$ cat src/sv/izu_pkg.sv
// Shared types, constants and the saturating helper function of the Izhikevich neuron update unit.
package izu_pkg;

  localparam int NEURON_COUNT = 1024;
  localparam int ADDR_W       = $clog2(NEURON_COUNT);
  localparam int IDX_W        = 10;
  localparam int FRAC_BITS    = 16;
  localparam int DATA_W       = 32;
  localparam int WIDE_W       = 64;

  localparam int IN_TDATA_W   = 48;
  localparam int OUT_TDATA_W  = 80;
  localparam int CFG_IDX_W    = 4;

  // queue depths are powers of two, pointers wrap
  localparam int IQ_DEPTH     = 4;
  localparam int IQ_PTR_W     = $clog2(IQ_DEPTH);
  localparam int IQ_CNT_W     = $clog2(IQ_DEPTH + 1);
  localparam int OQ_DEPTH     = 16;
  localparam int OQ_PTR_W     = $clog2(OQ_DEPTH);
  localparam int OQ_CNT_W     = $clog2(OQ_DEPTH + 1);

  localparam int PIPE_DEPTH   = 8;

  // divide by 100: arithmetic shift by 2, then magnitude times ceil(2^36/25)
  localparam int NUM_W        = DATA_W + 2;
  localparam int X_W          = DATA_W - 1;
  localparam int DIV_MUL_W    = 32;
  localparam int PROD_W       = X_W + DIV_MUL_W;
  localparam int DIV_SH       = 36;
  localparam int Q_W          = PROD_W - DIV_SH;
  localparam logic [DIV_MUL_W-1:0] DIV_MUL = 32'd2748779070;

  localparam logic signed [DATA_W-1:0] V_RESET = DATA_W'(-60 * (2 ** FRAC_BITS));
  localparam logic signed [WIDE_W-1:0] SAT_MAX = 64'sh0000_0000_7FFF_FFFF;
  localparam logic signed [WIDE_W-1:0] SAT_MIN = 64'shFFFF_FFFF_8000_0000;

  typedef enum logic [CFG_IDX_W-1:0] {
    CFG_A     = 4'd0,
    CFG_B     = 4'd1,
    CFG_C     = 4'd2,
    CFG_D     = 4'd3,
    CFG_K     = 4'd4,
    CFG_VR    = 4'd5,
    CFG_VT    = 4'd6,
    CFG_VPEAK = 4'd7
  } cfg_reg_t;

  typedef struct packed {
    logic signed [DATA_W-1:0] a;
    logic signed [DATA_W-1:0] b;
    logic signed [DATA_W-1:0] c;
    logic signed [DATA_W-1:0] d;
    logic signed [DATA_W-1:0] k;
    logic signed [DATA_W-1:0] vr;
    logic signed [DATA_W-1:0] vt;
    logic signed [DATA_W-1:0] vpeak;
  } izu_cfg_t;

  localparam izu_cfg_t CFG_RESET = '{
    a:     32'sd1311,
    b:     32'sd32768,
    c:     -32'sd2621440,
    d:     32'sd6553600,
    k:     32'sd32768,
    vr:    -32'sd3932160,
    vt:    -32'sd2949120,
    vpeak: 32'sd2293760
  };

  typedef struct packed {
    logic                     vld;
    logic [IDX_W-1:0]         idx;
    logic signed [DATA_W-1:0] cur;
  } izu_item_t;

  typedef struct packed {
    logic pop;
    logic busy;
  } izu_back_stat_t;

  typedef struct packed {
    logic [IDX_W-1:0]         idx;
    logic                     spiked;
    logic signed [DATA_W-1:0] nv;
    logic signed [DATA_W-1:0] nu;
  } izu_result_t;

  function automatic logic signed [DATA_W-1:0] sat32(input logic signed [WIDE_W-1:0] x);
    logic signed [DATA_W-1:0] r;
    if (x > SAT_MAX) begin
      r = SAT_MAX[DATA_W-1:0];
    end else if (x < SAT_MIN) begin
      r = SAT_MIN[DATA_W-1:0];
    end else begin
      r = x[DATA_W-1:0];
    end
    return r;
  endfunction

endpackage

$ cat src/sv/izu_outq.sv
// Result queue: holds finished updates until the downstream side takes them.
module izu_outq (
  input  logic                            clk,
  input  logic                            rst_n,
  input  logic                            push,
  input  izu_pkg::izu_result_t            push_data,
  output logic                            pop,
  output logic                            out_tvalid,
  input  logic                            out_tready,
  output logic [izu_pkg::OUT_TDATA_W-1:0] out_tdata,
  output logic                            out_tuser
);
  import izu_pkg::*;

  izu_result_t         q_r [OQ_DEPTH];
  izu_result_t         head;
  logic [OQ_PTR_W-1:0] wptr_r;
  logic [OQ_PTR_W-1:0] rptr_r;
  logic [OQ_CNT_W-1:0] cnt_r;

  assign head       = q_r[rptr_r];
  assign out_tvalid = (cnt_r != '0);
  assign pop        = out_tvalid && out_tready;
  assign out_tdata  = OUT_TDATA_W'({head.nu, head.nv, head.idx});
  assign out_tuser  = head.spiked;

  always_ff @(posedge clk) begin
    if (!rst_n) begin
      wptr_r <= '0;
      rptr_r <= '0;
      cnt_r  <= '0;
    end else begin
      if (push) begin
        wptr_r <= wptr_r + 1'b1;
      end
      if (pop) begin
        rptr_r <= rptr_r + 1'b1;
      end
      cnt_r <= cnt_r + OQ_CNT_W'(push) - OQ_CNT_W'(pop);
    end
  end

  always_ff @(posedge clk) begin
    if (push) begin
      q_r[wptr_r] <= push_data;
    end
  end

endmodule

$ cat config.mk
export PLATFORM = sky130hd
export DESIGN_NAME = izu_outq
export DESIGN_NICKNAME = d
export VERILOG_FILES = /design/src/sv/izu_pkg.sv /design/src/sv/izu_outq.sv
export SDC_FILE = /design/constraint.sdc
export NUM_CORES = 1
export LEC_CHECK = 0
export ABC_AREA = 1
export BUFFER_PORTS_ARGS = -buffer_cell sky130_fd_sc_hd__buf_2
export CAP_MARGIN = 40
export CORE_ASPECT_RATIO = 0.8
export CORE_MARGIN = 1.5
export CORE_UTILIZATION = 30
export CTS_BUF_LIST = sky130_fd_sc_hd__clkbuf_4 sky130_fd_sc_hd__clkbuf_8 sky130_fd_sc_hd__clkbuf_16
export DETAILED_ROUTE_END_ITERATION = 7
export PLACE_DENSITY = 0.41
export SLEW_MARGIN = 40
export SYNTH_ARGS = -nofsm -noshare
export SYNTH_HDL_FRONTEND = slang
export SYNTH_SLANG_ARGS = --single-unit
$ cat constraint.sdc
create_clock -name clk -period 6.9 [get_ports clk]
set_input_delay 1.035 -clock clk [delete_from_list [all_inputs] [get_ports clk]]
set_output_delay 1.035 -clock clk [all_outputs]
set_load 0.005 [all_outputs]
==> results of run 1 <==
[stage by stage]
step	setup WS [ns]	cell area [um2]	util (%)
detailed placement	2.83	55500	31.9
finish	2.12	59900	34.4
floorplan	1.78	52500	-
CTS	1.95	59800	34.4
global placement	2.43	55100	31.7
global route	1.76	59800	34.4
[path summary, 6_finish.rpt]
path / startpoint / endpoint / slack [ns] / cells after the start
setup reg to reg: wptr_r[0] / q_r[0][60] / 4.18 / 6
hold reg to reg: rptr_r[2] / register / 0.50 / 2
hold / removal: rptr_r[2] / register / 0.50 / 2
setup / recovery: register / out_tuser / 2.12 / 10
[area by class of cell]
type / instances / area, um2
Clock inverter: 62 / 573
Sequential cell: 1217 / 36400
Antenna cell: 8 / 20.0
Multi-Input combinational cell: 2570 / 11000
Clock buffer: 181 / 3740
Timing Repair Buffer: 226 / 1710
Inverter: 920 / 3500
Tap cell: 2293 / 2870
Fill cell: 17500 / 114000
[logic make-up (layout without fill, tap and decap cells)]
| group | after synthesis | after routing |
|---|---|---|
| xor+xnor | 3 | 3 |
| flops | 1217 | 1217 |
| compound gates | 11 | 11 |
| fa+ha+maj | 12 | 12 |
| buf+inv | 1176 | 1389 |
| simple gates | 2538 | 2538 |
| other cells | 1 | 14 |
[cells in the final DEF, fill, tap and decap left out, types with 13 or more instances in the layout]
cell	instances
nand3_1	902
dfxtp_1	13
buf_2	155
clkbuf_4	45
inv_1	916
nand2_1	1600
clkinv_2	13
nor2_4	16
nor2_1	18
clkbuf_16	136
buf_4	38
clkinv_1	24
edfxtp_1	1200
[worst max-delay path: stages, from the launching register on]
cell,delay (ns)
dfxtp_4,0.56
clkinv_16,0.20
buf_16,0.56
buf_4,0.71
nand2_1,0.10
nand2_1,0.09
nand2_1,0.05
nand3_1,0.10
nand3_1,0.09
nand2_1,0.24
buf_2,0.17
[where the power goes]
part           internal, mW  switching, mW
Combinational          1.05           2.42
Sequential             8.22         0.0821
Clock                  4.07           3.07
[Yosys cell counts, types with 2 or more instances]
cell      number  area (um2)
a21oi_1        6        30.0
buf_1         12        45.0
buf_2        136         681
buf_4          7        52.6
buf_6         72         811
clkbuf_1      28         105
dfxtp_1       17         340
edfxtp_1    1200       36000
ha_1          11         138
inv_1        917        3440
inv_2          2        7.51
nand2_1     1600        6010
nand3_1      902        4510
nor2_1        34         128
o21ai_0        3        15.0
xor2_1         3        26.3
[state kept, by name (all words and copies together) (netlist names), named ones only]
signal,flops
q_r,1200
wptr_r,4
rptr_r,4
cnt_r,5
[metal layers]
metal | GRT usage (%) | wire, um | vias to the layer above
met2 | 27.9 | 70400 | 569
li1 | - | - | 16300
met3 | 2.84 | 6370 | 234
met4 | 5.26 | 3710 | 22
met1 | 23.7 | 73000 | 16100
met5 | 0 | 127 | -
==> qor.yml, run 1 <==
placed_design:
  dp.cells: 7224
  gp_congestion: 0.705
  io_buffers: 155
  dp_hpwl_um: 72300
timing:
  setup_viol: 0
  fin_skew_ns: 0.0251
  fin_setup_tns_ns: 0
  finalHoldViolCount: 0
  fin_crit_sh_pct: 69.3
  fin_crit_ns: 4.78
  maxSlewViolCount: 0
  relSlewSlack_pct: 39.8
  fmaxAchievable_mhz: 209
  fin_hold_ws_ns: 0.503
  tightest_slew_ns: 0.903
  rsz0062_at_grt: "no"
logic_synthesis:
  yosysSeqAreaShare_pct: 69.3
  ys_warn_count: 0
  synth_top_family_by_area: "simple AND/OR/NAND/NOR gates"
  syn_area_mm2: 0.0525
  synthAdderAreaFrac_pct: 0.301
  avgSynthCellArea_um2: 10.6
  ys.flop_type: "edfxtp_1"
  yosys.area_share.xor_xnor_pct: 0.0501
  synth_mux_area_share_pct: 0
  async_reset_ff_share_pct: 0
  synthSimpleGateAreaFrac_pct: 20.3
  synthCells: 4958
  ys_ff_latch: 1217
  synth-edff-count: 1200
  synthDistinctLibCells: 24
  synth_compound_area_share_pct: 0.114
worst_hold_path:
  min_path_type: "register to register"
floorplan:
  rows: 137
  dieHeight_um: 377
  initial_core_util_pct: 30.1
  fp.dieW_um: 470
  core_area_mm2: 0.174
  io_pins: 162
  dieArea_mm2: 0.177
clock_network:
  cts_sinks: 1217
  cts.clk_slew.worst_paths_ns: 0.06
  numCtsBuffers: 136
  root_buffer: "clkbuf_16"
  htree_levels: 4
  clockBufferDepth: 3
  cts_setup_buffers: 0
  cts-hold-fix-buffers: 0
  clk_latency_ns: 0.78
  cts_resized: 0
  tritoncts: "built"
global_routing:
  grt_max_degree: 174
  grt_usage_pct: 17.3
  antenna_found_initial: 29
  grt_pass1_vias: 32300
  grt_pass1_wl_um: 225000
  overflow: 0
drt:
  drt-initial-drc-count: 2356
  finalWirelength_um: 154000
  first_pass_iters: 5
  post-route-drc-count: 0
  wl_per_cell_um: 20.5
  viasPerCell: 4.44
  ant_nets: 0
  vias: 33200
critical_path:
  required_ns: 5.86
  cp_max_fo: 165
  critPathLaunchType: "register"
  arrival_ns: 3.74
  end_kind: "output pin"
  path_class: "register to output pin"
power_and_ir_drop:
  ir_drop_v: 0.000245
  p_leak_nw: 25.0
  power.density_mw_per_mm2: 316
  finalPower_mw: 18.9
cells_and_area:
  layout-drive-gt1-share_pct: 9.06
  area_delta_synth_final_pct: 14.1
  stdcell_count: 7477
  final_nets: 5162
run:
  maxCapViolations: 0
run_status:
  status: "finished, final reports clean"
Note: power is estimated with default switching activity, not from simulation.
==> run 2, diff against run 1 <==
clock period = 4.6 ns   (was 6.9 ns; I/O delays follow)
==> qor.yml, run 2 (synthesized netlist as in run 1, its figures left out) <==
floorplan:
  dieArea_mm2: 0.177  # unchanged
  initial_core_util_pct: 30.1  # unchanged
  core_area_mm2: 0.174  # unchanged
  rows: 137  # unchanged
  io_pins: 162  # unchanged
  dieHeight_um: 377  # unchanged
  fp.dieW_um: 470  # unchanged
global_routing:
  grt_usage_pct: 17.3  # about the same
  grt_pass1_vias: 32300  # about the same
  grt_max_degree: 217  # was 174
  antenna_found_initial: 29  # unchanged
  overflow: 0  # unchanged
  grt_pass1_wl_um: 225000  # about the same
drt:
  drt-initial-drc-count: 2561  # was 2356
  finalWirelength_um: 155000  # was 154000 um
  first_pass_iters: 5  # unchanged
  vias: 33400  # was 33200
  ant_nets: 0  # unchanged
  wl_per_cell_um: 20.6  # was 20.5 um
  post-route-drc-count: 0  # unchanged
  viasPerCell: 4.46  # was 4.44
cells_and_area:
  largest_register: "q_r"  # unchanged
  final_area_mm2: 0.0602  # was 0.0599 mm2
  final-seq-area_mm2: 0.0364  # unchanged
  final_common_cell: "nand2_1"  # unchanged
  final_nets: 5173  # was 5162
  area_delta_synth_final_pct: 14.8  # was 14.1%
  multi_input_comb_area_mm2: 0.0110  # unchanged
  n_fill_cell: 17500  # about the same
  layout_common_cells: "1600 x nand2_1, 1200 x edfxtp_1, 916 x inv_1, 902 x nand3_1, 155 x buf_2"  # unchanged
  reg_top3: "q_r x1200, cnt_r x5"  # unchanged
  largest_register_ffs: 1200  # unchanged
  layout-drive-gt1-share_pct: 9.21  # was 9.06%
clock_network:
  cts-hold-fix-buffers: 0  # unchanged
  cts.clk_slew.worst_paths_ns: 0.06  # about the same
  root_buffer: "clkbuf_16"  # unchanged
  cts_sinks: 1217  # unchanged
  clockBufferDepth: 3  # unchanged
  tritoncts: "built"  # unchanged
  clk_latency_ns: 0.79  # was 0.78 ns
  htree_levels: 4  # unchanged
  cts_setup_buffers: 0  # unchanged
  cts_resized: 0  # unchanged
  numCtsBuffers: 136  # unchanged
timing:
  fin_crit_sh_pct: 87.8
  fmaxAchievable_mhz: 248
  fin_skew_ns: 0.0256  # was 0.0251 ns
  tightest_slew_ns: 0.833  # was 0.903 ns
  rsz0062_at_grt: "no"  # unchanged
  fin_crit_ns: 4.04
  finalHoldViolCount: 0  # unchanged
  fin_setup_tns_ns: 0  # unchanged
  relSlewSlack_pct: 44.5  # was 39.8%
  setup_viol: 0  # unchanged
  maxSlewViolCount: 0  # unchanged
power_and_ir_drop:
  p_leak_nw: 25.2  # was 25.0 nW
  power.density_mw_per_mm2: 474  # was 316 mW/mm2
  ir_drop_v: 0.000371  # was 0.000245 V
run_status:
  status: "finished, final reports clean"  # unchanged
critical_path:
  end_kind: "output pin"  # unchanged
  rrSetupSlack_ns: 2.05  # was 4.18 ns
  required_ns: 3.91  # was 5.86 ns
  arrival_ns: 3.35  # was 3.74 ns
  cp_max_fo: 216  # was 165
  reg2reg_depth: 15  # was 6
  r2r_end: "cnt_r[4]"  # was q_r[0][60]
  critPathLaunchType: "register"  # unchanged
  path_class: "register to output pin"  # unchanged
  reg2reg_from: "cnt_r[2]"  # was wptr_r[0]
worst_hold_path:
  min_path_cells: 3  # was 2
  min_to: "cnt_r[0]"
  min_path_type: "primary input to register"  # was register to register
  min_from: "rst_n"  # was rptr_r[2]
placed_design:
  gp_congestion: 0.705  # about the same
  io_buffers: 155  # unchanged
  placed_cell_area_mm2: 0.0558  # was 0.0555 mm2
  dp_hpwl_um: 74300  # was 72300 um
run:
  maxCapViolations: 0  # unchanged
run 2: cell type report:
type	instances	area share, %
diodes	7	0.0291
clock buffers	182	6.26
clock inverters	63	0.994
inverters	920	5.82
multi-input cells	2570	18.4
flip-flops and latches	1217	60.5
well taps	2293	4.77
repair buffers	237	3.33
run 2: metrics by stage:
step | hold slack [ns] | util (%) | power (mW) | setup WS, ns | instances
detailed placement | 0.503 | 32.1 | 18.1 | 1.37 | 7237
global route | 0.211 | 34.6 | 30.0 | 0.398 | 7485
floorplan | 0.471 | - | 16.3 | -0.171 | 4963
global placement | 0.494 | 31.9 | 18.1 | 1.30 | 7227
CTS | 0.156 | 34.6 | 29.0 | 0.483 | 7482
finish | 0.232 | 34.6 | 28.5 | 0.560 | 7489
run 2: worst max path at each step:
stage               depth (start not counted)  startpoint  slack, ns            end
finish                                      8    register       0.56  out_tdata[10]
CTS                                         8    register       0.48  out_tdata[10]
detailed placement                          8    register       1.37  out_tdata[10]
floorplan                                   3        push      -0.17     q_r[15][0]
global placement                            9    register       1.30  out_tdata[44]
global route                                8    register       0.40  out_tdata[10]
run 2: per-layer routing:
layer	up-vias	GRT usage, %	wire (um)
li1	16300	-	-
met4	28	5.10	3550
met1	16200	23.7	72800
met5	-	0	164
met2	631	27.9	71000
met3	242	2.98	7020
run 2: worst max-delay path: stages, from the launching register on:
cell	delay [ns]
dfxtp_4	0.53
clkinv_16	0.54
buf_4	0.50
nand2_1	0.11
nand3_1	0.07
nand3_1	0.11
nand3_1	0.15
nand2_1	0.33
buf_2	0.19
run 2: where the power goes:
part	internal, mW	switching [mW]
clock network	6.19	4.61
registers	12.3	0.0812
logic	1.60	3.70
total	20.1	8.39
==> run 3, diff against run 2 <==
PLACE_DENSITY = 0.43   (was 0.41)
clock period = 3.3 ns   (was 4.6 ns; I/O delays follow)
==> qor.yml, run 3 (synthesized netlist as in run 1, its figures left out) <==
timing:
  fmaxAchievable_mhz: 315
  setup_ws_ns: 0.130  # was 0.560 ns
  fin_skew_ns: 0.0161  # was 0.0256 ns
  setup_viol: 0  # unchanged
  finalHoldViolCount: 0  # unchanged
  fin_crit_ns: 3.17
  maxSlewViolCount: 0  # unchanged
  relSlewSlack_pct: 49.4  # was 44.5%
  rsz0062_at_grt: "no"  # unchanged
  fin_hold_ws_ns: 0.0696  # was 0.232 ns
  tightest_slew_ns: 0.758  # was 0.833 ns
  fin_crit_sh_pct: 96.1
floorplan:
  dieArea_mm2: 0.177  # unchanged
  initial_core_util_pct: 30.1  # unchanged
  io_pins: 162  # unchanged
  rows: 137  # unchanged
  fp.dieW_um: 470  # unchanged
  core_area_mm2: 0.174  # unchanged
  dieHeight_um: 377  # unchanged
critical_path:
  cp_max_fo: 103  # was 216
  crit_chain: "buf_16 > nand3_1 > nand3_1 > nand3_1 > nand2_1 > buf_2"  # was clkinv_16 > buf_4 > nand2_1 > nand3_1 > nand3_1 > nand3_1 > nand2_1 > buf_2
  path_class: "register to output pin"  # unchanged
  critPathMostFrequentCell: "nand3_1"  # unchanged
  arrival_ns: 2.67  # was 3.35 ns
  required_ns: 2.80  # was 3.91 ns
  end_kind: "output pin"  # unchanged
  max_stage_delay_ns: 0.58  # was 0.54 ns
  cp_slowest_cell: "dfxtp_4"  # was clkinv_16
  critPathLaunchType: "register"  # unchanged
cells_and_area:
  layout-drive-gt1-share_pct: 9.28  # was 9.21%
  largest_register: "q_r"  # unchanged
  final_common_cell: "nand2_1"  # unchanged
  layout_common_cells: "1595 x nand2_1, 1200 x edfxtp_1, 916 x inv_1, 902 x nand3_1, 155 x buf_2"  # was 1600 x nand2_1, 1200 x edfxtp_1, 916 x inv_1, 902 x nand3_1, 155 x buf_2
  largest_register_ffs: 1200  # unchanged
  final_util_pct: 34.7  # was 34.6%
  n_fill_cell: 17300  # was 17500
  area_delta_synth_final_pct: 15.2  # was 14.8%
  final_nets: 5178  # was 5173
  reg_top3: "q_r x1200, cnt_r x5"  # unchanged
power_and_ir_drop:
  ir_drop_v: 0.000558  # was 0.000371 V
  finalPower_mw: 39.8  # was 28.5 mW
  power.density_mw_per_mm2: 658  # was 474 mW/mm2
  p_leak_nw: 25.2  # about the same
drt:
  viasPerCell: 4.46  # about the same
  wl_per_cell_um: 20.5  # was 20.6 um
  first_pass_iters: 5  # unchanged
  post-route-drc-count: 0  # unchanged
  ant_nets: 0  # unchanged
  finalWirelength_um: 153000  # was 155000 um
  vias: 33400  # about the same
  drt-initial-drc-count: 2778  # was 2561
placed_design:
  gp_congestion: 0.702  # was 0.705
  io_buffers: 155  # unchanged
  dp_slack_ns: 0.618  # was 1.37 ns
  dp_hpwl_um: 69600  # was 74300 um
clock_network:
  numCtsBuffers: 133  # was 136
  clockBufferDepth: 3  # unchanged
  cts_sinks: 1217  # unchanged
  root_buffer: "clkbuf_16"  # unchanged
  htree_levels: 4  # unchanged
  cts.clk_slew.worst_paths_ns: 0.06  # about the same
  cts-hold-fix-buffers: 0  # unchanged
  clk_latency_ns: 0.78  # was 0.79 ns
  tritoncts: "built"  # unchanged
run:
  maxCapViolations: 0  # unchanged
worst_hold_path:
  min_path_type: "primary input to register"  # unchanged
run_status:
  status: "finished, final reports clean"  # unchanged
global_routing:
  overflow: 0  # unchanged
  grt_pass1_wl_um: 223000  # was 225000 um
  grt_pass1_vias: 32400  # was 32300
  antenna_found_initial: 28  # was 29
  grt_max_degree: 144  # was 217
  grt_usage_pct: 17.1  # was 17.3%
==> run 3: per-layer routing <==
| metal | up-vias | share of wire, % | global-route usage [%] |
|---|---|---|---|
| met2 | 704 | 45 | 27.1 |
| met4 | 24 | 2.3 | 5.07 |
| li1 | 16300 | - | - |
| met3 | 225 | 4.9 | 2.87 |
| met1 | 16100 | 48 | 23.9 |
| met5 | - | 0.096 | 0 |
==> run 3: area by class of cell <==
cell class,instances,area [um2],area share [%]
Sequential cell,1217,36400,60.2
Multi-Input combinational cell,2570,11100,18.3
Clock buffer,177,3800,6.30
Inverter,920,3510,5.81
Tap cell,2293,2870,4.75
Timing Repair Buffer,244,2330,3.85
Clock inverter,56,415,0.688
Antenna cell,10,25.0,0.0414
Timing Repair inverter,1,16.3,0.0269
==> run 3: repair_timing <==
action	4_1_cts	5_1_grt
endpoints found under the setup margin	73	24
resized for setup	1	15
setup buffers	4	0
hold endpoints to repair	0	0
cloned	3	3
==> run 3: metrics by stage <==
| stage | area [um2] | instances | setup TNS [ns] |
|---|---|---|---|
| after global placement | 55800 | 7233 | 0 |
| after detailed placement | 55900 | 7235 | 0 |
| after CTS | 60200 | 7475 | -0.00375 |
| after floorplan | 52500 | 4963 | -1132.70 |
| final | 60400 | 7488 | 0 |
| after global routing | 60400 | 7482 | 0 |
==> run 3: critical path: cells and delay by family (launching register included) <==
kind                   cells  cell delay [ns]
buffers and inverters      2             0.59
DFF                        1             0.58
and+or+nand+nor            4             0.56
==> run 3: report_power, final <==
| part | switching (mW) | total (mW) | internal, mW |
|---|---|---|---|
| sequential | 0.101 | 17.3 | 17.2 |
| clock | 6.13 | 14.7 | 8.54 |
| combinational | 5.31 | 7.79 | 2.48 |
==> run 3: path summary, 6_finish.rpt <==
path	to	cells after the start	slack, ns	startpoint
setup / recovery	out_tdata[35]	6	0.13	register
hold reg to reg	register	2	0.50	rptr_r[3]
hold / removal	cnt_r[0]	3	0.07	rst_n
setup reg to reg	cnt_r[4]	16	0.88	cnt_r[2]
