[src/sv/izu_pkg.sv]
// Shared types, constants and the saturating helper function of the Izhikevich neuron update unit.
package izu_pkg;

  localparam int NEURON_COUNT = 1024;
  localparam int ADDR_W       = $clog2(NEURON_COUNT);
  localparam int IDX_W        = 10;
  localparam int FRAC_BITS    = 16;
  localparam int DATA_W       = 32;
  localparam int WIDE_W       = 64;

  localparam int IN_TDATA_W   = 48;
  localparam int OUT_TDATA_W  = 80;
  localparam int CFG_IDX_W    = 4;

  // queue depths are powers of two, pointers wrap
  localparam int IQ_DEPTH     = 4;
  localparam int IQ_PTR_W     = $clog2(IQ_DEPTH);
  localparam int IQ_CNT_W     = $clog2(IQ_DEPTH + 1);
  localparam int OQ_DEPTH     = 16;
  localparam int OQ_PTR_W     = $clog2(OQ_DEPTH);
  localparam int OQ_CNT_W     = $clog2(OQ_DEPTH + 1);

  localparam int PIPE_DEPTH   = 8;

  // divide by 100: arithmetic shift by 2, then magnitude times ceil(2^36/25)
  localparam int NUM_W        = DATA_W + 2;
  localparam int X_W          = DATA_W - 1;
  localparam int DIV_MUL_W    = 32;
  localparam int PROD_W       = X_W + DIV_MUL_W;
  localparam int DIV_SH       = 36;
  localparam int Q_W          = PROD_W - DIV_SH;
  localparam logic [DIV_MUL_W-1:0] DIV_MUL = 32'd2748779070;

  localparam logic signed [DATA_W-1:0] V_RESET = DATA_W'(-60 * (2 ** FRAC_BITS));
  localparam logic signed [WIDE_W-1:0] SAT_MAX = 64'sh0000_0000_7FFF_FFFF;
  localparam logic signed [WIDE_W-1:0] SAT_MIN = 64'shFFFF_FFFF_8000_0000;

  typedef enum logic [CFG_IDX_W-1:0] {
    CFG_A     = 4'd0,
    CFG_B     = 4'd1,
    CFG_C     = 4'd2,
    CFG_D     = 4'd3,
    CFG_K     = 4'd4,
    CFG_VR    = 4'd5,
    CFG_VT    = 4'd6,
    CFG_VPEAK = 4'd7
  } cfg_reg_t;

  typedef struct packed {
    logic signed [DATA_W-1:0] a;
    logic signed [DATA_W-1:0] b;
    logic signed [DATA_W-1:0] c;
    logic signed [DATA_W-1:0] d;
    logic signed [DATA_W-1:0] k;
    logic signed [DATA_W-1:0] vr;
    logic signed [DATA_W-1:0] vt;
    logic signed [DATA_W-1:0] vpeak;
  } izu_cfg_t;

  localparam izu_cfg_t CFG_RESET = '{
    a:     32'sd1311,
    b:     32'sd32768,
    c:     -32'sd2621440,
    d:     32'sd6553600,
    k:     32'sd32768,
    vr:    -32'sd3932160,
    vt:    -32'sd2949120,
    vpeak: 32'sd2293760
  };

  typedef struct packed {
    logic                     vld;
    logic [IDX_W-1:0]         idx;
    logic signed [DATA_W-1:0] cur;
  } izu_item_t;

  typedef struct packed {
    logic pop;
    logic busy;
  } izu_back_stat_t;

  typedef struct packed {
    logic [IDX_W-1:0]         idx;
    logic                     spiked;
    logic signed [DATA_W-1:0] nv;
    logic signed [DATA_W-1:0] nu;
  } izu_result_t;

  function automatic logic signed [DATA_W-1:0] sat32(input logic signed [WIDE_W-1:0] x);
    logic signed [DATA_W-1:0] r;
    if (x > SAT_MAX) begin
      r = SAT_MAX[DATA_W-1:0];
    end else if (x < SAT_MIN) begin
      r = SAT_MIN[DATA_W-1:0];
    end else begin
      r = x[DATA_W-1:0];
    end
    return r;
  endfunction

endpackage

[src/sv/izu_front.sv]
// Front end: accepts input transactions into a short queue ahead of the update pipeline.
module izu_front (
  input  logic                            clk,
  input  logic                            rst_n,
  input  logic                            in_tvalid,
  output logic                            in_tready,
  input  logic [izu_pkg::IN_TDATA_W-1:0]  in_tdata,
  input  izu_pkg::izu_back_stat_t         stat,
  output izu_pkg::izu_item_t              head
);
  import izu_pkg::*;

  logic [IDX_W-1:0]    idx_q_r [IQ_DEPTH];
  logic [DATA_W-1:0]   cur_q_r [IQ_DEPTH];
  logic [IQ_PTR_W-1:0] wptr_r;
  logic [IQ_PTR_W-1:0] rptr_r;
  logic [IQ_CNT_W-1:0] cnt_r;
  logic                push;

  assign in_tready = (cnt_r != IQ_CNT_W'(IQ_DEPTH)) && !stat.busy;
  assign push      = in_tvalid && in_tready;

  assign head.vld  = (cnt_r != '0);
  assign head.idx  = idx_q_r[rptr_r];
  assign head.cur  = cur_q_r[rptr_r];

  always_ff @(posedge clk) begin
    if (!rst_n) begin
      wptr_r <= '0;
      rptr_r <= '0;
      cnt_r  <= '0;
    end else begin
      if (push) begin
        wptr_r <= wptr_r + 1'b1;
      end
      if (stat.pop) begin
        rptr_r <= rptr_r + 1'b1;
      end
      cnt_r <= cnt_r + IQ_CNT_W'(push) - IQ_CNT_W'(stat.pop);
    end
  end

  always_ff @(posedge clk) begin
    if (push) begin
      idx_q_r[wptr_r] <= in_tdata[IDX_W-1:0];
      cur_q_r[wptr_r] <= in_tdata[IDX_W +: DATA_W];
    end
  end

endmodule

[config.mk]
export PLATFORM = sky130hd
export DESIGN_NAME = izu_front
export DESIGN_NICKNAME = d
export VERILOG_FILES = /design/src/sv/izu_pkg.sv /design/src/sv/izu_front.sv
export SDC_FILE = /design/constraint.sdc
export NUM_CORES = 1
export LEC_CHECK = 0
export ABC_AREA = 1
export BUFFER_PORTS_ARGS = -buffer_cell sky130_fd_sc_hd__buf_2
export CAP_MARGIN = 20
export CORE_MARGIN = 5
export CORE_UTILIZATION = 60
export DETAILED_ROUTE_END_ITERATION = 10
export PLACE_DENSITY_LB_ADDON = 0.1
export SYNTH_ARGS = -nofsm -noshare
export SYNTH_HDL_FRONTEND = slang
export SYNTH_SLANG_ARGS = --single-unit
[constraint.sdc]
create_clock -name clk -period 8.2 [get_ports clk]
set_input_delay 0.41 -clock clk [delete_from_list [all_inputs] [get_ports clk]]
set_output_delay 0.41 -clock clk [all_outputs]
set_load 0.05 [all_outputs]
==> results of run 1 <==
## cell type report
| class | count | area [sq um] |
|---|---|---|
| multi-input cells | 247 | 1250 |
| repair buffers | 98 | 510 |
| clock buffers | 21 | 449 |
| inverters | 18 | 67.6 |
| fillers | 724 | 3050 |
| clock inverters | 11 | 153 |
| flip-flops and latches | 177 | 5230 |
| well taps | 140 | 175 |
## stage by stage
stage	cells	total power (W)	utilization, %	instance area, sq um	hold slack (ps)
after floorplan	468	0.00131	-	6680	418
after global placement	680	0.00138	66.4	7230	432
after detailed placement	680	0.00139	66.4	7230	439
after CTS	712	0.00219	71.9	7830	80.4
after global routing	712	0.00226	71.9	7830	74.8
final	712	0.00217	71.9	7830	108
## cell usage in the layout, fill, tap and decap left out
cell	instances
a21oi_1	2
buf_2	90
buf_4	8
bufinv_16	3
clkbuf_1	2
clkbuf_16	16
clkbuf_8	3
clkinv_2	2
clkinv_4	4
dfxtp_1	8
dfxtp_2	1
edfxtp_1	168
fa_1	1
ha_1	6
inv_1	17
inv_2	1
inv_6	2
nand2_1	10
nand3_1	1
nand4_1	2
nor2_1	92
nor2_4	4
o21ai_0	62
o21ai_1	24
o22ai_1	42
xor2_1	1
## layer usage
| layer | vias to the layer above | global-route usage, % | routed length (microns) |
|---|---|---|---|
| met1 | 1912 | 25.0 | 4930 |
| met3 | 8 | 5.48 | 1100 |
| met4 | 0 | 6.18 | 104 |
| met2 | 144 | 32.9 | 6330 |
| li1 | 1917 | - | - |
| met5 | - | 0 | 0 |
## flip-flops by register name, summed over array words and instances (netlist names), named ones only
| name | cells |
|---|---|
| cnt_r | 3 |
| cur_q_r | 128 |
| idx_q_r | 40 |
| rptr_r | 2 |
| wptr_r | 2 |
## power groups by stage
stage	Sequential, W	Combinational [W]	Clock [W]
2_1_floorplan	0.00107	0.000235	0
3_3_place_gp	0.00107	0.000311	0
3_5_place_dp	0.00107	0.000317	0
4_1_cts	0.00105	0.000319	0.000816
5_1_grt	0.00106	0.000342	0.000859
6_report	0.00105	0.000315	0.000806
## worst max-delay path by stage
stage	from	to	slack (ps)	cells past startpoint
final	flop	head[31]	5260	5
after global routing	flop	head[27]	5040	5
after CTS	flop	head[41]	5230	5
after detailed placement	stat[0]	cnt_r[2]	5730	12
after global placement	stat[0]	cnt_r[2]	5780	12
after floorplan	cnt_r[1]	cur_q_r[0][0]	5230	4
## cell families after synthesis
logic type	synth area share (%)
adders and majority gates	1.42
buffers and inverters	3.48
AOI/OAI and AO/OA	10.5
and+or+nand+nor	6.22
DFF	78.2
xor gates and xnor gates	0.131
## worst register-to-register path: stages, from the launching register on
cell and delay, ps:
dfxtp_1 410, nor2_1 110, nand2_1 100, nand3_1 370, ha_1 440, inv_1 60
ha_1 130, inv_1 50, fa_1 370, xor2_1 180, nand2_1 70, nand2_1 60
nor2_1 40
==> impl_metrics.py, run 1 <==
metrics = {
    "status": {
        "status": "complete, no violations",
    },
    "timing": {
        "hold_violations": 0,
        "setup_viol": 0,
        "skew_ps": 10.3,
        "grt_setup_unrepaired": "false",
        "postLayoutSetupSlackWorst_ps": 5260,
        "slew_headroom_pct": 46.2,
        "min_period_ps": 2940,
        "worstMarginPinSlew_ps": 807,
        "clock.fmax_mhz": 341,
        "finalCritPeriodShare_pct": 35.8,
        "tns_ps": 0,
        "drv_slew": 0,
    },
    "detailed_routing": {
        "viasPerCell": 5.59,
        "drt_iter0_markers": 242,
        "drc": 0,
        "wirelength_mm": 12.5,
        "vias": 3981,
        "dr.pass1.iters": 4,
        "wl_per_cell_microns": 17.5,
        "drtAntennaViolNets": 0,
    },
    "yosys": {
        "synth-async-reset-ratio_pct": 0,
        "synth_nets": 528,
        "avgSynthCellArea_sq_um": 14.3,
        "synth_edf_count": 168,
        "synth.most_common_cell": "edfxtp_1",
        "synth_cells": 468,
        "synthFlopType": "edfxtp_1",
        "synth_area_leaders": "edfxtp_1, nor2_1, o21ai_0, o22ai_1, dfxtp_1",
        "syn_area_sq_um": 6680,
        "yosysUniqueCellTypes": 19,
        "yosys-top-cells-count": "edfxtp_1, nor2_1, o21ai_0, o22ai_1, o21ai_1",
        "yosysSeqAreaShare_pct": 78.2,
        "synth-warning-count": 0,
        "synth-seq-cells": 177,
        "synth_top_area_share_pct": 75.5,
        "synth_largest_area_cell": "edfxtp_1",
    },
    "cts": {
        "clkSlewWorstSetupHoldPaths_ps": 70,
        "htreeDepth": 4,
        "clkSinkCount": 177,
        "cts_resized": 0,
        "cts_tree": "built",
        "clockBufferDepth": 2,
        "clk_latency_ps": 510,
        "ctsHoldBuffers": 0,
        "cts_root_buf": "clkbuf_8",
        "cts_setup_buffers": 0,
        "cts-buffers-inserted": 17,
    },
    "floorplanning": {
        "initial_core_util_pct": 61.4,
        "die_h_microns": 116,
        "dieArea_sq_um": 13300,
        "ios": 97,
        "core-area_sq_um": 10900,
        "rows": 38,
        "die_w_microns": 116,
    },
    "cells_and_area": {
        "syn2layout_area_growth_pct": 17.3,
        "drive_above_1_share_pct": 23.4,
        "nets": 619,
        "n_antenna_cell": 0,
    },
    "setup_path": {
        "rrSetupSlack_ps": 5730,
        "crit_buf_inv": 3,
        "r2r-end": "cnt_r[2]",
        "max_stage_delay_ps": 540,
        "critPathKind": "reg -> out",
        "critPathArrivalTime_ps": 2530,
        "worst_path_max_delay_cell": "inv_2",
        "r2r_start": "cnt_r[1]",
        "cp.required_ps": 7790,
        "end_kind": "output pin",
        "start_kind": "flop",
        "crit_chain": "inv_2 > buf_4 > nor2_1 > o22ai_1 > buf_2",
        "crit_fanout": 43,
        "reg2reg_depth": 12,
        "crit_family": "buffers and inverters",
    },
    "min_path": {
        "hold_class": "in -> reg",
        "min_to": "cur_q_r[2][28]",
        "hp-start": "in_tdata[38]",
        "worstHoldPathCells": 1,
    },
    "power": {
        "p_sw_w": 0.000580,
        "p_comb_share_pct": 14.5,
        "p_seq_share_pct": 48.4,
        "switching_share_pct": 26.7,
        "p_int_w": 0.00159,
        "powerDensity_nw_per_um2": 278,
        "leakagePower_nw": 2.80,
        "ir_drop_v": 0.000198,
        "pwr-share-clk_pct": 37.1,
    },
    "flow_run": {
        "cap_viol_max_count": 0,
    },
    "place": {
        "gp_congestion": 0.700,
        "dpl_worst_slack_ps": 5730,
        "post-dp-hpwl_mm": 6.71,
        "portBuffers": 90,
    },
    "grt": {
        "grt_usage_pct": 19.6,
        "grt_pass1_wl_mm": 19.5,
        "grt_overflow": 0,
        "antenna_found_initial": 0,
        "grt_max_degree": 85,
        "grt_pass1_vias": 3913,
    },
}
No activity file was read; power rests on OpenSTA's default activity.
==> run 2: changes to the inputs <==
Settings changed: ABC_AREA 1 to 0, CORE_UTILIZATION 60 to 56.
Clock period 8.2 ns to 3.07 ns, I/O delays scaled along.
==> run 2 against run 1 <==
Compared with the run above: first-iteration DRC count down 11%; hold slack worse by 33 ps; global-route usage fell by 2.7 points.
==> impl_metrics.py, run 2 <==
metrics = {
    "status": {
        "status": "complete, no violations",
    },
    "power": {
        "p_comb_share_pct": 15.3,
        "pwr-share-clk_pct": 35.2,
        "switching_share_pct": 25.3,
        "p_int_w": 0.00425,
        "p_seq_share_pct": 49.5,
        "ir_drop_v": 0.000505,
        "powerDensity_nw_per_um2": 695,
        "leakagePower_nw": 2.82,
        "p_sw_w": 0.00144,
    },
    "cells_and_area": {
        "nets": 476,
        "reg_top3": "cur_q_r (128), idx_q_r (40), cnt_r (3)",
        "final_common_cell": "edfxtp_1",
        "syn2layout_area_growth_pct": 24.6,
        "final_cell_mix": "edfxtp_1, buf_2, dlygate4sd3_1",
        "n_antenna_cell": 0,
        "largest_reg_flops": 128,
        "regMostFlops": "cur_q_r",
        "final_util_pct": 71.5,
        "drive_above_1_share_pct": 40.1,
    },
    "cts": {
        "cts_tree": "built",
        "clkSlewWorstSetupHoldPaths_ps": 60,
        "clk_latency_ps": 420,
        "cts_setup_buffers": 0,
        "htreeDepth": 4,
        "cts_resized": 0,
        "cts_root_buf": "clkbuf_16",
        "clockBufferDepth": 2,
        "cts-buffers-inserted": 17,
        "clkSinkCount": 177,
    },
    "detailed_routing": {
        "drc": 0,
        "viasPerCell": 5.33,
        "dr.pass1.iters": 4,
        "wirelength_mm": 11.1,
        "drt_iter0_markers": 216,
        "drtAntennaViolNets": 0,
        "wl_per_cell_microns": 19.4,
        "vias": 3051,
    },
    "floorplanning": {
        "die_h_microns": 118,
        "initial_core_util_pct": 57.4,
        "core-area_sq_um": 11500,
        "rows": 39,
        "die_w_microns": 118,
        "ios": 97,
        "dieArea_sq_um": 14000,
    },
    "grt": {
        "grt_pass1_wl_mm": 17.7,
        "grt_overflow": 0,
        "grt_usage_pct": 16.9,
        "antenna_found_initial": 0,
        "grt_pass1_vias": 3335,
        "grt_max_degree": 30,
    },
    "flow_run": {
        "cap_viol_max_count": 0,
    },
    "min_path": {
        "hold_class": "in -> reg",
    },
    "timing": {
        "slew_headroom_pct": 62.0,
        "drv_slew": 0,
        "hold_violations": 0,
        "clock.fmax_mhz": 429,
        "skew_ps": 5.41,
        "postLayoutSetupSlackWorst_ps": 740,
        "worstMarginPinSlew_ps": 570,
        "grt_setup_unrepaired": "false",
        "tns_ps": 0,
        "setup_viol": 0,
        "finalCritPeriodShare_pct": 75.9,
        "min_period_ps": 2330,
    },
    "yosys": {
        "yosys-top-cells-count": "edfxtp_1, mux4_2, and2_1, dfxtp_1, ha_1",
        "synth_nets": 328,
        "avgSynthCellArea_sq_um": 24.5,
        "synth-async-reset-ratio_pct": 0,
        "syn_area_sq_um": 6580,
        "yosysUniqueCellTypes": 22,
        "synth_top_area_share_pct": 76.7,
        "synth_largest_area_cell": "edfxtp_1",
        "synth_cells": 268,
        "yosysSeqAreaShare_pct": 79.4,
        "synthFlopType": "edfxtp_1",
        "synth-seq-cells": 177,
        "synth.most_common_cell": "edfxtp_1",
        "synth-warning-count": 0,
        "synth_edf_count": 168,
        "synth_area_leaders": "edfxtp_1, mux4_2, dfxtp_1, buf_12, ha_1",
    },
    "setup_path": {
        "critPathArrivalTime_ps": 2180,
        "max_stage_delay_ps": 680,
        "worst_path_max_delay_cell": "dfxtp_4",
        "end_kind": "output pin",
        "crit_fanout": 24,
        "cp.required_ps": 2920,
        "crit_chain": "buf_4 > mux4_2 > buf_2",
        "start_kind": "flop",
        "critPathKind": "reg -> out",
    },
    "place": {
        "post-dp-hpwl_mm": 6.79,
        "gp_congestion": 0.669,
        "dpl_worst_slack_ps": 736,
        "portBuffers": 90,
    },
}
## run 2: power by group through the flow
stage	logic (W)	clock network, W	registers, W
6_report	0.000870	0.00200	0.00282
3_5_place_dp	0.000839	0	0.00287
2_1_floorplan	0.000666	0	0.00284
3_3_place_gp	0.000828	0	0.00286
4_1_cts	0.000884	0.00204	0.00282
5_1_grt	0.000925	0.00216	0.00283
## run 2: layer usage
| layer | track usage (%) | wire [microns] |
|---|---|---|
| met1 | 21.6 | 4630 |
| met4 | 7.02 | 202 |
| met2 | 27.6 | 5750 |
| met5 | 0 | 0 |
| met3 | 4.92 | 515 |
## run 2: cell families after synthesis
group                    share of synthesized area (%)
XOR/XNOR                                         0.533
AND/OR/NAND/NOR                                   1.48
adder cells (fa/ha/maj)                           1.45
buffers and inverters                             2.09
flip-flops                                        79.4
AO/OA/AOI/OAI                                    0.209
multiplexers                                      14.8
## run 2: per-stage QoR
stage          hold slack [ps]  power, W  cell area [sq um]  cells
2_1_floorplan              252   0.00350               6580    268
3_3_place_gp               365   0.00369               7220    498
3_5_place_dp               371   0.00371               7220    498
4_1_cts                   57.0   0.00575               8200    572
5_1_grt                   80.6   0.00591               8200    572
6_report                  74.9   0.00569               8200    572
## run 2: layout make-up
| type | instances | area [sq um] |
|---|---|---|
| flip-flops and latches | 177 | 5230 |
| fillers | 706 | 3270 |
| multi-input cells | 75 | 1220 |
| repair buffers | 140 | 993 |
| clock buffers | 21 | 440 |
| well taps | 143 | 179 |
| clock inverters | 11 | 115 |
| inverters | 5 | 18.8 |
## run 2: path summary, 6_finish.rpt
check	slack [ps]	cells past startpoint	endpoint	startpoint
hold reg to reg	510	2	wptr_r[0]	wptr_r[0]
setup / recovery	740	3	head[7]	flop
setup reg to reg	750	11	cnt_r[2]	cnt_r[1]
hold / removal	70	2	cnt_r[1]	rst_n
## run 2: worst max-delay path, delay by kind of cell, from the launching register on
kind,cells,cell delay (ps)
multiplexers,1,550
buffers and inverters,2,530
flip-flops,1,680
## run 2: repair_timing
item	CTS	global route
hold buffers	42	0
setup endpoints to repair	0	0
hold endpoints to repair	168	0
==> run 3: changes to the inputs <==
Settings changed: ABC_AREA 0 to 1, CORE_UTILIZATION 56 to 51.
Clock period 3.07 ns to 1.9 ns, I/O delays scaled along.
==> run 3 against run 2 <==
Compared with the run above: clock power grew 69%; highest routed layer unchanged; worst setup slack lost 650 ps; final area increased by 5.7%; die area is 11% higher; global-route usage increased by 1.5 points; hold slack worse by 34 ps; largest cell class unchanged.
==> impl_metrics.py, run 3 (synthesized netlist as in run 1, its figures left out) <==
metrics = {
    "setup_path": {
        "worst_path_max_delay_cell": "dfxtp_4",
        "critPathArrivalTime_ps": 1720,
        "crit_chain": "inv_2 > buf_12 > nor2_1 > o22ai_2 > buf_4",
        "max_stage_delay_ps": 400,
        "critPathKind": "reg -> out",
        "end_kind": "output pin",
        "start_kind": "flop",
        "crit_fanout": 46,
        "cp.required_ps": 1800,
    },
    "grt": {
        "grt_pass1_wl_mm": 22.3,
        "antenna_found_initial": 0,
        "grt_max_degree": 47,
        "grt_usage_pct": 18.4,
        "grt_pass1_vias": 4281,
        "grt_overflow": 0,
    },
    "cells_and_area": {
        "final_common_cell": "edfxtp_1",
        "final_util_pct": 68.1,
        "regMostFlops": "cur_q_r",
        "nFillCells": 960,
        "n_antenna_cell": 0,
        "nets": 679,
        "reg_top3": "cur_q_r (128), idx_q_r (40), cnt_r (3)",
        "syn2layout_area_growth_pct": 29.7,
        "final_cell_mix": "edfxtp_1, nor2_1, buf_2",
        "drive_above_1_share_pct": 26.3,
        "largest_reg_flops": 128,
    },
    "floorplanning": {
        "die_w_microns": 124,
        "initial_core_util_pct": 52.5,
        "die_h_microns": 124,
        "ios": 97,
        "dieArea_sq_um": 15500,
        "core-area_sq_um": 12700,
        "rows": 41,
    },
    "detailed_routing": {
        "wl_per_cell_microns": 17.5,
        "drc": 0,
        "vias": 4211,
        "drtAntennaViolNets": 0,
        "viasPerCell": 5.24,
        "dr.pass1.iters": 5,
        "wirelength_mm": 14.0,
        "drt_iter0_markers": 313,
    },
    "timing": {
        "grt_setup_unrepaired": "false",
        "finalCritPeriodShare_pct": 95.4,
        "slew_headroom_pct": 81.9,
        "hold_violations": 0,
        "drv_slew": 0,
        "setup_viol": 0,
        "skew_ps": 6.49,
        "min_period_ps": 1810,
        "clock.fmax_mhz": 552,
        "worstMarginPinSlew_ps": 273,
    },
    "power": {
        "p_comb_share_pct": 17.3,
        "switching_share_pct": 26.6,
        "p_total_w": 0.00960,
        "leakagePower_nw": 3.11,
        "pwr-share-clk_pct": 35.1,
        "p_seq_share_pct": 47.6,
        "p_int_w": 0.00705,
        "p_sw_w": 0.00255,
        "powerDensity_nw_per_um2": 1110,
        "ir_drop_v": 0.000736,
    },
    "cts": {
        "htreeDepth": 4,
        "clk_latency_ps": 420,
        "clockBufferDepth": 2,
        "cts_root_buf": "clkbuf_16",
        "clkSinkCount": 177,
        "cts_tree": "built",
        "clkSlewWorstSetupHoldPaths_ps": 60,
        "cts-buffers-inserted": 17,
    },
    "place": {
        "post-dp-hpwl_mm": 8.00,
        "portBuffers": 90,
        "gp_congestion": 0.739,
    },
    "status": {
        "status": "complete, no violations",
    },
    "min_path": {
        "hold_class": "in -> reg",
    },
    "flow_run": {
        "cap_viol_max_count": 0,
    },
}
run 3: area by class of cell:
cell class	count	area, sq um	area share [%]
flip-flops and latches	177	5240	60.5
multi-input cells	247	1320	15.2
repair buffers	158	1240	14.3
clock buffers	22	474	5.47
well taps	172	215	2.48
clock inverters	10	109	1.26
inverters	18	73.8	0.852
run 3: power by group through the flow:
stage / clock [W] / sequential, W / combinational, W
3_3_place_gp: 0 / 0.00464 / 0.00145
4_1_cts: 0.00344 / 0.00457 / 0.00163
2_1_floorplan: 0 / 0.00463 / 0.00105
6_report: 0.00337 / 0.00457 / 0.00166
3_5_place_dp: 0 / 0.00465 / 0.00148
5_1_grt: 0.00361 / 0.00458 / 0.00177
run 3: what timing repair did:
item / CTS / global route
hold buffers: 43 / 0
buffers inserted: 5 / 2
pin swaps: 4 / 5
gates cloned: 0 / 0
resized for setup: 14 / 23
endpoints found under the hold margin: 175 / 0
setup endpoints to repair: 43 / 40
run 3: final timing paths:
path / start / to / slack, ps / cells after the start
worst min-delay path: stat[1] / rptr_r[0] / 40 / 3
worst min register to register: rptr_r[1] / flop / 440 / 1
worst max register to register: cnt_r[0] / cnt_r[2] / 110 / 12
worst max-delay path: flop / head[30] / 90 / 5
run 3: metrics by stage:
step           worst slack, ps  TNS [ps]  area [sq um]  std cells  hold WS, ps
6_report                  88.0         0          8660        804         41.1
5_1_grt                  0.778         0          8660        804         28.1
4_1_cts                   3.86         0          8600        802         15.0
3_5_place_dp             -46.4     -46.4          7500        722          310
3_3_place_gp              90.6         0          7500        722          305
2_1_floorplan             33.6         0          6750        468          192
run 3: routing by layer:
layer  GRT usage [%]  up-vias  share of wire (%)
li1                -     2035                  -
met1            23.1     2049                 42
met2            30.5      113                 51
met3            5.53       14                5.0
met4            6.77        0                1.2
met5               0        -                  0
run 3: critical path: cells and delay by family, from the launching register on:
| kind | cells | cell delay, ps |
|---|---|---|
| buf+inv | 3 | 580 |
| flops | 1 | 400 |
| compound gates | 1 | 220 |
| simple gates | 1 | 80 |
